===== src/rtl/rms_pkg.sv =====
// Shared types, codes and constants of the running median store.
`default_nettype none

package rms_pkg;

  localparam int DATA_W = 64;
  // Per-cell tap toward the selection tree: {upper middle, lower middle, found}.
  localparam int TAP_W = 2 * DATA_W + 1;
  // Selection tree merges 2**FANIN_LOG nodes per registered level.
  localparam int FANIN_LOG = 5;

  localparam logic [1:0] REQ_INSERT = 2'd0;
  localparam logic [1:0] REQ_REMOVE = 2'd1;
  localparam logic [1:0] REQ_QUERY  = 2'd2;

  localparam logic [1:0] STATUS_OK        = 2'd0;
  localparam logic [1:0] STATUS_NOT_FOUND = 2'd1;
  localparam logic [1:0] STATUS_FULL      = 2'd2;

  localparam logic MODE_UPPER = 1'b0;
  localparam logic MODE_MEAN  = 1'b1;

  // Commit strobes broadcast to every cell.
  typedef struct packed {
    logic ins_en;
    logic rem_en;
  } cell_ctrl_t;

  // Flags handed from one cell to its right neighbor.
  typedef struct packed {
    logic lt;  // stored value greater than the item value
    logic ge;  // stored value not less than the item value
  } nbr_t;

  // Number of registered levels of the selection tree for n leaves.
  function automatic int tree_levels(int n);
    return ($clog2(n) + FANIN_LOG - 1) / FANIN_LOG;
  endfunction

endpackage

`default_nettype wire


===== src/rtl/rms_cell.sv =====
// One storage cell of the sorted chain: holds one sample and shifts with its neighbors.
`default_nettype none

module rms_cell #(
  parameter int IDX   = 0,
  parameter int CNT_W = 11
) (
  input  logic                      clk_i,
  input  rms_pkg::cell_ctrl_t       ctrl_i,
  input  logic [rms_pkg::DATA_W-1:0] item_val_i,
  input  logic [CNT_W-1:0]          cnt_i,
  input  logic [CNT_W-1:0]          lo_idx_i,
  input  logic [CNT_W-1:0]          hi_idx_i,
  input  logic [rms_pkg::DATA_W-1:0] left_val_i,
  input  rms_pkg::nbr_t             left_flags_i,
  input  logic [rms_pkg::DATA_W-1:0] right_val_i,
  output logic [rms_pkg::DATA_W-1:0] val_o,
  output rms_pkg::nbr_t             flags_o,
  output logic [rms_pkg::TAP_W-1:0] tap_o
);
  import rms_pkg::*;

  localparam logic [CNT_W-1:0] MY_IDX = CNT_W'(IDX);

  logic [DATA_W-1:0] val_q;
  logic [DATA_W-1:0] val_d;
  logic              occ;
  logic              first_free;
  logic              eq;
  logic              found;

  assign occ        = MY_IDX < cnt_i;
  assign first_free = MY_IDX == cnt_i;

  assign flags_o.lt = occ && ($signed(item_val_i) < $signed(val_q));
  assign flags_o.ge = occ && !($signed(val_q) < $signed(item_val_i));
  assign eq         = occ && (val_q == item_val_i);
  // First cell at or above the item value decides whether it is present.
  assign found      = eq && !left_flags_i.ge;

  assign tap_o = {(MY_IDX == lo_idx_i) ? val_q : {DATA_W{1'b0}},
                  (MY_IDX == hi_idx_i) ? val_q : {DATA_W{1'b0}},
                  found};

  always_comb begin
    val_d = val_q;
    if (ctrl_i.ins_en) begin
      if (left_flags_i.lt) begin
        val_d = left_val_i;
      end else if (flags_o.lt || first_free) begin
        val_d = item_val_i;
      end
    end else if (ctrl_i.rem_en) begin
      if (flags_o.ge) begin
        val_d = right_val_i;
      end
    end
  end

  always_ff @(posedge clk_i) begin
    val_q <= val_d;
  end

  assign val_o = val_q;

endmodule

`default_nettype wire


===== config.mk =====
export PLATFORM = sky130hd
export DESIGN_NAME = rms_cell
export DESIGN_NICKNAME = d
export VERILOG_FILES = /design/src/rtl/rms_pkg.sv /design/src/rtl/rms_cell.sv
export SDC_FILE = /design/constraint.sdc
export NUM_CORES = 1
export LEC_CHECK = 0
export BUFFER_PORTS_ARGS = -buffer_cell sky130_fd_sc_hd__buf_4
export CAP_MARGIN = 20
export CORE_AREA = 2 2 164 166
export CTS_CLUSTER_SIZE = 30
export DETAILED_ROUTE_END_ITERATION = 12
export DIE_AREA = 0 0 166 168
export GPL_TIMING_DRIVEN = 1
export SYNTH_ARGS = -nofsm -noshare
export SYNTH_HDL_FRONTEND = slang
export SYNTH_SLANG_ARGS = --single-unit
export TNS_END_PERCENT = 20

===== constraint.sdc =====
create_clock -name clk_i -period 15.2 [get_ports clk_i]
set_input_delay 1.52 -clock clk_i [delete_from_list [all_inputs] [get_ports clk_i]]
set_output_delay 1.52 -clock clk_i [all_outputs]
set_load 0.1 [all_outputs]

==> flow_summary_export.csv, run 1 <==
group,metric,value,unit
synthesis,yosysUniqueCellTypes,39,
clock_network,h-tree-depth,3,
power,p_comb_share,46.6,%
timing,max_freq,179,MHz
timing,setup_slack,9.61,ns
synthesis,synth_area,5900,sq um
final_layout,final_common_cell,"buf_4",
clock_network,cts_buffers,9,
final_layout,final_cells,1428,
power,p_leak,4.97,nW
global_routing,grt_pass1_wl,36900,microns
power,powerDensity,95.6,nW/um^2
setup_path,critPathMaxStageDelay,0.55,ns
clock_network,hold_buffers,0,
clock_network,cts_root_buffer,"clkbuf_16",
floorplan,initial_core_util,22.4,%
clock_network,clockBufferDepth,2,
min_path,min_path_cells,3,
power,power_frac_seq,29.0,%
global_routing,overflow,0,
final_layout,antenna_cells,0,
clock_network,cts.repair.resized,0,
power,clkPwrFrac,24.5,%
synthesis,synth.area.mux_share,10.9,%
outcome,status,"finished clean",
timing,rsz0062_at_grt,"no",
setup_path,crit_buf_inv,3,
setup_path,crit_arrival,4.07,ns
final_layout,drive_gt1_share,41.7,%
power,swShare,46.1,%
synthesis,async_reset_ff_share,0,%
routing,dr.pass1.iters,4,
routing,num_vias,6383,
clock_network,clk_latency,0.34,ns
floorplan,die_h,168,microns
synthesis,synth_warnings,0,
synthesis,yosys.area_share.simple,24.4,%
setup_path,start_kind,"primary input",
final_layout,utilization,37.0,%
setup_path,slowest_stage,"or4_4",
setup_path,end_kind,"output port",
final_layout,design_area,9740,sq um
synthesis,synth-edff-count,64,
final_layout,syn_to_final_growth,65.1,%
timing,final_hold_viol_count,0,
timing,setup_tns,0,ns
timing,slew_violations,0,
placed_design,post-place-cells,1412,
routing,ant_nets,0,
placed_design,gp_congestion,0.792,
synthesis,synth_top_family_by_area,"simple AND/OR/NAND/NOR gates",
synthesis,ys_ff_latch,64,
synthesis,synth_flop_cell,"edfxtp_1",
placed_design,dp_hpwl,19700,microns
floorplan,ios,425,
setup_path,path_common_cell,"buf_4",
power,p_int,0.502,mW
final_layout,largest_register_ffs,64,
global_routing,antenna_found_initial,0,
synthesis,synth-xor-area-share,0,%
global_routing,grt.total_usage,16.9,%
floorplan,die_area,27900,sq um
synthesis,synth-adder-area-share,13.6,%
synthesis,synthCells,676,
setup_path,path_delay_family,"compound AO/OA/AOI/OAI gates",
timing,fin_skew,0.0116,ns
setup_path,worstRegToRegCells,9,
routing,drt_iter0_markers,211,
placed_design,place_area,9430,sq um
routing,routed_via_density,4.47,
clock_network,cts_setup_buffers,0,
synthesis,synth_area_per_cell,8.72,sq um
flow_run,drv_cap,0,
synthesis,synth_fp_nets,970,
timing,period_needed,5.59,ns
timing,hold_ws,1.50,ns
setup_path,critPathMaxFanout,5,
clock_network,cts.clk_slew.worst_paths,0.07,ns
synthesis,ys_seq_area_share,32.6,%
timing,worst_pin_slew,0.929,ns
placed_design,portBuffers,424,
power,p_switching,0.429,mW
timing,finalSetupViolations,0,
global_routing,grt_pass1_vias,6359,
synthesis,synth_compound_area_share,12.1,%
clock_network,cts.sinks,64,
routing,wl_per_cell,17.1,microns
floorplan,fp-row-count,60,
min_path,hold_path.class,"primary input to flop",
floorplan,die_w,166,microns
timing,relSlewSlack,38.1,%
global_routing,grt_max_degree,82,
power,ir_drop,57.7,uV
setup_path,cp.depth,11,
routing,totalWireLength,24500,microns
power,total_power,0.931,mW
setup_path,path_class,"primary input to output port",
final_layout,final_nets,1376,
clock_network,cts_tree,"done",
setup_path,worstPathCellList,"buf_4, inv_1, ha_1, a21oi_1, o21a_2, o221ai_2, a2111oi_4, o311ai_2, or4_4, nand2_1, buf_4",
setup_path,critPathRequiredTime,13.68,ns
timing,finalCritPeriodShare,36.8,%
final_layout,layout_common_cells,"buf_4 (429), and2_1 (129), a21oi_1 (86), nor2_1 (70), inv_1 (67)",
floorplan,fp.coreArea,26400,sq um
placed_design,pre_cts_slack,9.49,ns
routing,route.detailed.drc,0,
## layout make-up
class,count,area [sq um]
clock buffer,10,229
clock inverter,6,83.8
fill,2782,16600
inverter,67,251
multi-input combinational,511,3600
sequential,64,1920
tap,341,427
timing repair buffer,429,3220
## power groups by stage
stage                     logic, mW  clock network (mW)  registers (mW)
final                         0.434               0.228           0.270
after floorplan               0.118                   0           0.451
after CTS                     0.439               0.235           0.270
after global placement        0.435                   0           0.273
after global routing          0.461               0.240           0.274
after detailed placement      0.438                   0           0.274
## cell usage after synthesis, types with 2 or more instances
cell       instances  area share, %
nand4_1           18            1.9
edfxtp_1          64             33
o211ai_1           2           0.25
clkbuf_1          26            1.7
and2_1           129             14
a211oi_1           2           0.25
nor2b_1            5           0.53
a21o_1             7           0.89
nand3_1            5           0.42
ha_1              64             14
nor3_1             2           0.17
buf_1              7           0.45
nor4_1            13            1.4
a21oi_1           86            7.3
o21ai_0            6           0.51
mux2i_1           64             11
nor2_1            70            4.5
inv_1             67            4.3
o2111ai_1          2           0.30
nand2_1           18            1.1
## worst min-delay path: stages
cell and delay [ns]:
buf_4 0.08, nor2_1 0.03, a21oi_1 0.09
## cells by family after synthesis
| kind of cell | after synthesis |
|---|---|
| buf+inv | 101 |
| flops | 64 |
| mux | 64 |
| fa+ha+maj | 64 |
| compound gates | 118 |
| simple gates | 265 |
## routing by layer
layer  global-route usage [%]  share of wire (%)
met5                        0                  0
met4                     4.31                1.4
met3                     3.90                6.7
met2                     29.6                 49
met1                     21.1                 42
## final timing paths
path / from / endpoint / slack [ns]
worst min register to register: val_o[63]$_DFFE_PP_ / val_o[55]$_DFFE_PP_ / 1.63
worst min-delay path: right_val_i[11] / val_o[11]$_DFFE_PP_ / 1.50
worst max-delay path: item_val_i[5] / flags_o[0] / 9.61
worst max register to register: val_o[5]$_DFFE_PP_ / val_o[24]$_DFFE_PP_ / 11.55
Note: power is estimated with default switching activity, not from simulation.
==> run 2: changes to the inputs <==
- clock period: 15.2 -> 5.3 ns (I/O delays scaled with it)
==> run 2 against run 1 <==
  * Final area decreased by 0.45%
  * First-iteration DRC count rose by 20%
  * Sequential share of layout area rose by 0.089 points
  * Via count fell by 0.69%
  * Global-route usage down 0.15 points
  * Hold slack got worse by 0.98 ns
  * Non-clock buffer count did not move
  * Wire length fell by 0.32%
  * Utilization down 0.17 points
  * Worst setup slack lost 8.1 ns
  * Total power rose to 2.8 times the previous value
  * Sequential power rose to 2.9 times the previous value
  * Largest cell class unchanged
  * Largest power group unchanged
==> flow_summary_export.csv, run 2 (synthesis gave the netlist of run 1 again) <==
group,metric,value,unit
timing,slew_violations,0,
clock_network,clk_latency,0.34,ns
clock_network,hold_buffers,0,
global_routing,grt_pass1_vias,6325,
setup_path,crit_buf_inv,1,
setup_path,path_delay_family,"compound AO/OA/AOI/OAI gates",
clock_network,cts.sinks,64,
setup_path,start_kind,"flop",
setup_path,path_common_cell,"a211oi_1",
final_layout,largest_register_ffs,64,
timing,relSlewSlack,39.3,%
global_routing,overflow,0,
setup_path,crit_arrival,3.30,ns
clock_network,cts_buffers,9,
clock_network,h-tree-depth,3,
clock_network,cts_setup_buffers,0,
floorplan,die_h,168,microns
routing,drt_iter0_markers,253,
final_layout,final_common_cell,"buf_4",
power,ir_drop,111,uV
clock_network,cts_tree,"done",
setup_path,worstPathCellList,"ha_1, a211oi_1, a211oi_1, o21ai_0, o2111ai_1, a31o_2, or4_4, nand2_1, buf_4",
timing,setup_tns,0,ns
setup_path,slowest_stage,"or4_4",
floorplan,ios,425,
outcome,status,"finished clean",
final_layout,fillers,2811,
final_layout,final_cells,1429,
final_layout,utilization,36.8,%
floorplan,fp.coreArea,26400,sq um
power,powerDensity,265,nW/um^2
routing,routed_via_density,4.44,
final_layout,multi_input_area,3600,sq um
clock_network,clockBufferDepth,2,
floorplan,die_w,166,microns
placed_design,dp_hpwl,19700,microns
final_layout,design_area,9690,sq um
floorplan,initial_core_util,22.4,%
power,p_leak,4.95,nW
setup_path,path_class,"flop to output port",
floorplan,die_area,27900,sq um
clock_network,cts.clk_slew.worst_paths,0.06,ns
timing,rsz0062_at_grt,"no",
setup_path,end_kind,"output port",
routing,num_vias,6339,
timing,worst_pin_slew,0.911,ns
final_layout,final_nets,1376,
final_layout,syn_to_final_growth,64.4,%
timing,finalCritPeriodShare,72.3,%
final_layout,layout_common_cells,"buf_4 (429), and2_1 (129), a21oi_1 (86), nor2_1 (70), inv_1 (67)",
placed_design,post-place-cells,1412,
final_layout,seq_area,1920,sq um
global_routing,antenna_found_initial,1,
global_routing,grt_max_degree,72,
clock_network,cts_root_buffer,"clkbuf_16",
timing,max_freq,261,MHz
routing,wl_per_cell,17.1,microns
flow_run,drv_cap,0,
timing,hold_ws,0.511,ns
setup_path,critPathRequiredTime,4.77,ns
placed_design,gp_congestion,0.811,
global_routing,grt_pass1_wl,36500,microns
final_layout,drive_gt1_share,41.7,%
min_path,hold_path.class,"primary input to flop",
setup_path,critPathMaxStageDelay,0.48,ns
placed_design,portBuffers,424,
clock_network,cts.repair.resized,0,
routing,route.detailed.drc,0,
placed_design,place_area,9430,sq um
timing,fin_skew,0.0122,ns
timing,period_needed,3.83,ns
routing,dr.pass1.iters,5,
setup_path,critPathMaxFanout,4,
floorplan,fp-row-count,60,
setup_path,reg2reg_setup_slack,1.70,ns
global_routing,grt.total_usage,16.8,%
routing,totalWireLength,24400,microns
timing,final_hold_viol_count,0,
routing,ant_nets,0,
timing,finalSetupViolations,0,
-- run 2: power breakdown --
part	internal (mW)	leakage, nW	total [mW]	switching [mW]
sequential	0.675	0.613	0.770	0.0954
combinational	0.355	4.21	1.25	0.891
clock	0.316	0.126	0.553	0.237
-- run 2: final cells by class --
type | count | area share (%)
repair buffers | 429 | 33.2
multi-input cells | 511 | 37.2
flip-flops and latches | 64 | 19.8
clock inverters | 5 | 0.348
diodes | 1 | 0.0258
well taps | 341 | 4.40
clock buffers | 11 | 2.40
inverters | 67 | 2.59
-- run 2: routing by layer --
layer	wire length, microns	vias up	global-route usage, %
met5	0	-	0
met4	340	0	4.01
met3	1540	17	3.67
met2	12100	248	29.5
met1	10400	2904	21.0
li1	-	3170	-
-- run 2: worst register-to-register path, delay by kind of cell (launching register included) --
kind / cells / cell delay, ns
adders and majority gates: 1 / 0.36
AOI/OAI and AO/OA: 5 / 1.16
DFF: 1 / 0.47
buffers and inverters: 1 / 0.70
and+or+nand+nor: 2 / 0.48
-- run 2: path summary, 6_finish.rpt --
path	from	endpoint	depth (start not counted)
worst min-delay path	right_val_i[20]	val_o[20]$_DFFE_PP_	3
worst max-delay path	val_o[18]$_DFFE_PP_	flags_o[0]	9
worst max register to register	val_o[7]$_DFFE_PP_	val_o[19]$_DFFE_PP_	9
worst min register to register	val_o[63]$_DFFE_PP_	val_o[53]$_DFFE_PP_	4
-- run 2: metrics by stage --
stage	worst slack, ns	power [mW]
after global routing	1.18	2.70
after floorplan	0.0386	1.63
after CTS	1.24	2.61
final	1.47	2.57
after detailed placement	1.38	2.04
after global placement	1.38	2.03
